## config.mk

```make
export PLATFORM = sky130hd
export DESIGN_NAME = ssis_mul
export DESIGN_NICKNAME = d
export VERILOG_FILES = /design/src/sv/ssis_mul.sv
export SDC_FILE = /design/constraint.sdc
export NUM_CORES = 1
export LEC_CHECK = 0
export ABC_CLOCK_PERIOD_IN_PS = 13900
export BUFFER_PORTS_ARGS = -buffer_cell sky130_fd_sc_hd__buf_4
export CORE_ASPECT_RATIO = 1.1
export CORE_MARGIN = 4
export CORE_UTILIZATION = 35
export DETAILED_ROUTE_END_ITERATION = 7
export HOLD_SLACK_MARGIN = 0.03
export PLACE_DENSITY_LB_ADDON = 0.05
export RECOVER_POWER = 100
export SLEW_MARGIN = 20
export SYNTH_ARGS = -nofsm -noshare
export SYNTH_HDL_FRONTEND = slang
export SYNTH_SLANG_ARGS = --single-unit
```

## constraint.sdc

```tcl
create_clock -name clk -period 13.9 [get_ports clk]
set_input_delay 1.39 -clock clk [delete_from_list [all_inputs] [get_ports clk]]
set_output_delay 1.39 -clock clk [all_outputs]
set_load 0.01 [all_outputs]
```

## src/sv/ssis_mul.sv

```systemverilog
`timescale 1ns / 1ps
// Bit-serial shift-add multiplier, product truncated to W bits.
// Takes one multiplier bit per cycle, MSB first; no dependencies.
module ssis_mul #(
  parameter int W = 256
) (
  input  logic         clk,
  input  logic         rst_n,
  input  logic         start,
  input  logic [W-1:0] a,
  input  logic [W-1:0] b,
  output logic         done,
  output logic [W-1:0] product
);

  localparam int CW = $clog2(W + 1);

  logic [W-1:0]  acc_r, a_r, b_r;
  logic [CW-1:0] cnt_r;
  logic          done_r;

  // One shift-add step: double the partial product and add the multiplicand.
  always_ff @(posedge clk) begin
    if (!rst_n) begin
      cnt_r  <= '0;
      done_r <= 1'b0;
    end else begin
      done_r <= 1'b0;
      if (start) begin
        acc_r <= '0;
        a_r   <= a;
        b_r   <= b;
        cnt_r <= CW'(W);
      end else if (cnt_r != '0) begin
        acc_r <= {acc_r[W-2:0], 1'b0} + (b_r[W-1] ? a_r : '0);
        b_r   <= {b_r[W-2:0], 1'b0};
        cnt_r <= cnt_r - 1'b1;
        if (cnt_r == CW'(1)) begin
          done_r <= 1'b1;
        end
      end
    end
  end

  assign done    = done_r;
  assign product = acc_r;

endmodule

```

==> impl_summary.txt <==
----------------------------------------------------
[Status]
  Run status ... finished with violations
  Violated checks ... max-capacitance violations, max-slew violations

[STA]
  Worst-margin pin slew ... 5.63 ns
  Final Critical Period ... roughly 10 ns
  Final clock skew ... 0.0695 ns
  Max-slew headroom ... -2.75
  Fin crit share ... 0.726
  Aggregate negative setup slack ... 0 ns
  Count of endpoints failing hold in the final timing report ... 0
  Fin Hold WS ... 0.472 ns
  Achievable Freq ... 0.0990 GHz
  RSZ-0062 raised after global routing ... false
  Setup violators final ... 0
  Final Max Slew Viols ... between 400 and 500
  Final WS setup ... 3.80 ns

[Setup path]
  CP Max Fanout ... 85
  Worst reg2reg path depth ... 18
  Critical path class ... reg -> reg
  Crit path required time ... 14.39 ns
  CP Launch Type ... flop
  Setup slack of the most critical reg-to-reg path ... 3.80 ns
  Worst setup EP type ... flop
  Worst EP arrival ... between 10 and 15 ns

[Cells and area]
  Area growth from synthesis to final layout ... 19.1%
  Fin nets ... 6,347
  Leading cell types in the layout, fill and taps excluded ... sky130_fd_sc_hd__edfxtp_1, sky130_fd_sc_hd__nor2_1, sky130_fd_sc_hd__a21oi_1, sky130_fd_sc_hd__nand2_1, sky130_fd_sc_hd__o21ai_0
  Share of final-layout standard cells stronger than drive strength 1 ... 0.166
  Fin cells ... 7,478
  Final core utilization ... 0.421
  Fill cell total of the finished layout ... 14,000
  Leading cell type in the layout, fill and taps excluded ... sky130_fd_sc_hd__edfxtp_1

[Yosys]
  Post-synthesis register bit count ... around 780
  Netlist area before placement ... approximately 49,000 µm²
  Compound-gate portion of the synthesized area ... 0.163
  Post-synth ARST share ... 0
  Sequential fraction of the synthesis area ... 0.474
  Cell variety after synth ... 83
  Post-synthesis xor/xnor area fraction ... 0.0439
  EDFF count, synth ... around 770
  Dominant combinational cell family by area after synthesis ... simple AND/OR/NAND/NOR gates
  Gate count of the mapped netlist ... ~4,900
  YS warnings ... 0
  Primary FF master, synth ... sky130_fd_sc_hd__edfxtp_1
  Multiplexer share of the synthesized area ... 0.0604
  Area share of fa/ha/maj cells after synthesis ... 0.0657
  Post-synthesis simple-gate area fraction ... 0.166
  Post-synthesis average cell area ... 9.96 µm²
  Synthesized Nets ... roughly 5,700

[Route]
  Drt via density ... 5.57
  First-pass iteration count of the detailed router ... 5
  Number of nets still failing antenna checks after routing ... 0
  Wire length after detailed routing ... 207,000 µm
  Total DRC errors in the routed layout ... 0
  Number of DRC markers after the initial detailed-route iteration ... approximately 3,300
  Average wire per standard cell ... 27.7 µm
  Detailed-route via count ... 41,700

[Clock network]
  H-Tree Level Count ... 3
  Post-CTS repair timing setup buffer count ... 0
  Quantity of hold-fixing buffers added after cts ... 0
  Total CTS buffers ... between 90 and 100
  Clock transition time at the flip-flop clock pins of the worst setup and hold paths ... 0.06 ns
  Number of sinks on the clock net ... 778
  Clock insertion delay at the later pin of the skew report ... 0.74 ns
  Maximum number of buffers from clock root to sink ... 3
  Clock tree root buffer cell ... sky130_fd_sc_hd__clkbuf_16
  Post-CTS Resized ... 0
  TritonCTS clock tree ... built

[Placement]
  Cell count after placement ... 7,293
  Weighted congestion at the end of routability-driven global placement ... 0.980
  Number of port buffers ... between 700 and 800
  Half-perimeter wire length after detailed placement ... 168,000 µm
  Place WS ... 6.81 ns

[Global routing]
  Pin count of the biggest net entering global routing ... between 150 and 200
  Vias in the first global route ... 42,400
  Wire length of the first global-routing pass ... 296,000 µm
  Initial antenna violation count ... 34
  Combined global-route utilization of all metal layers ... 0.274
  Sum of overflow across all layers after global routing ... 0

[Flow run]
  Reported max-cap violation count ... 8

[Power and ir drop]
  Maximum ir drop on the vdd rail ... roughly 0.00010 V
  Power density normalized to cell area ... 194 nW/µm²
  Pleak ... 21.5 nW

[Worst hold path]
  Number of stages on the worst hold path ... 2
  Class of the worst hold path ... reg -> reg

[Die]
  Width of the die ... 365 µm
  Placement Rows ... between 100 and 150
  Floorplan Core Area ... about 140,000 µm²
  Effective utilization at floorplan ... 0.354
  Number of primary I/O pins ... 772
  Area of the die ... 146,000 µm²
  Die Span Y ... ~400 µm

----------------------------------------------------
kinds of logic (layout without fill, tap and decap cells):
kind of cell | Yosys count | in the layout
AOI/OAI and AO/OA | 1319 | 1319
xor gates and xnor gates | 246 | 246
adders and majority gates | 257 | 257
buffers and inverters | 342 | 1069
DFF | 778 | 778
muxes | 263 | 263
other | 0 | 17
and+or+nand+nor | 1717 | 1717
power by group:
part | internal [W] | leakage (nW) | switching (W)
registers | 0.00335 | 7.53 | 0.000412
logic | 0.00167 | 12.6 | 0.00343
clock network | 0.00139 | 1.46 | 0.00110
worst max-delay path, stage by stage, from the launching register on:
cell	delay, ns
sky130_fd_sc_hd__edfxtp_1	0.35
sky130_fd_sc_hd__buf_4	0.33
sky130_fd_sc_hd__clkbuf_1	2.34
sky130_fd_sc_hd__and2_0	0.33
sky130_fd_sc_hd__ha_1	0.20
sky130_fd_sc_hd__fa_1	0.22
sky130_fd_sc_hd__a21o_1	0.15
sky130_fd_sc_hd__a221o_1	0.28
sky130_fd_sc_hd__a211oi_1	0.12
sky130_fd_sc_hd__a211oi_1	0.60
sky130_fd_sc_hd__o311ai_0	0.24
sky130_fd_sc_hd__a2111oi_0	1.36
sky130_fd_sc_hd__or4b_1	0.33
sky130_fd_sc_hd__a21oi_1	0.25
sky130_fd_sc_hd__o21ai_0	0.82
sky130_fd_sc_hd__a41o_1	0.55
sky130_fd_sc_hd__or2_0	0.69
sky130_fd_sc_hd__a31oi_1	0.22
sky130_fd_sc_hd__mux2_1	0.36
cells in the mapped netlist (all sizes together) (16+ instances only):
library cell	n	area, µm²
buf	18	101
nor2b	25	156
ha	256	3200
nor2	580	2180
nand2	418	1570
nand3	50	250
clkbuf	223	840
a21oi	527	2650
o31ai	27	218
o21ai	311	1560
nor3	89	445
nor4	33	206
and3	16	100
a21boi	32	240
mux2	263	2960
inv	101	379
nand2b	18	113
edfxtp	768	23100
a31oi	34	213
xor2	91	797
and2	271	1700
o211ai	18	135
o21a	36	270
o21bai	106	796
a21o	106	796
xnor2	155	1360
nand4	166	1040
registers in the layout, indices dropped and copies added, names as in the netlist:
register,flops
a_r,256
b_r,256
cnt_r,9
done,1
product,256
metrics by stage:
stage	power [W]	instance area, µm²
floorplan	0.00698	49000
global placement	0.00915	56400
detailed placement	0.00911	56400
CTS	0.0117	59500
global route	0.0120	58300
finish	0.0114	58400
area by class of cell:
cell class / count / area, µm² / share of cell area
Clock inverter: 55 / 572 / 0.00979
Tap cell: 1812 / 2270 / 0.0388
Timing Repair Buffer: 800 / 5000 / 0.0856
Sequential cell: 778 / 23300 / 0.398
Multi-Input combinational cell: 3802 / 24400 / 0.418
Inverter: 101 / 379 / 0.00649
Antenna cell: 17 / 42.5 / 0.000729
Clock buffer: 113 / 2460 / 0.0422
worst paths after layout:
| kind | from | end |
|---|---|---|
| hold / removal | cnt_r[3]$_SDFFE_PP0P_ | cnt_r[3]$_SDFFE_PP0P_ |
| setup reg to reg | b_r[255]$_DFFE_PP_ | product[251]$_SDFFCE_PP0P_ |
| setup / recovery | b_r[255]$_DFFE_PP_ | product[251]$_SDFFCE_PP0P_ |
| hold reg to reg | cnt_r[3]$_SDFFE_PP0P_ | cnt_r[3]$_SDFFE_PP0P_ |
per-layer routing:
layer  track usage  wire, µm  vias up
li1              -         -    19500
met1         0.346     85600    20400
met2         0.456     97700     1396
met3        0.0678     15700      315
met4        0.0971      8010       32
met5             0       210        -
(Power assumes the default switching activity.)
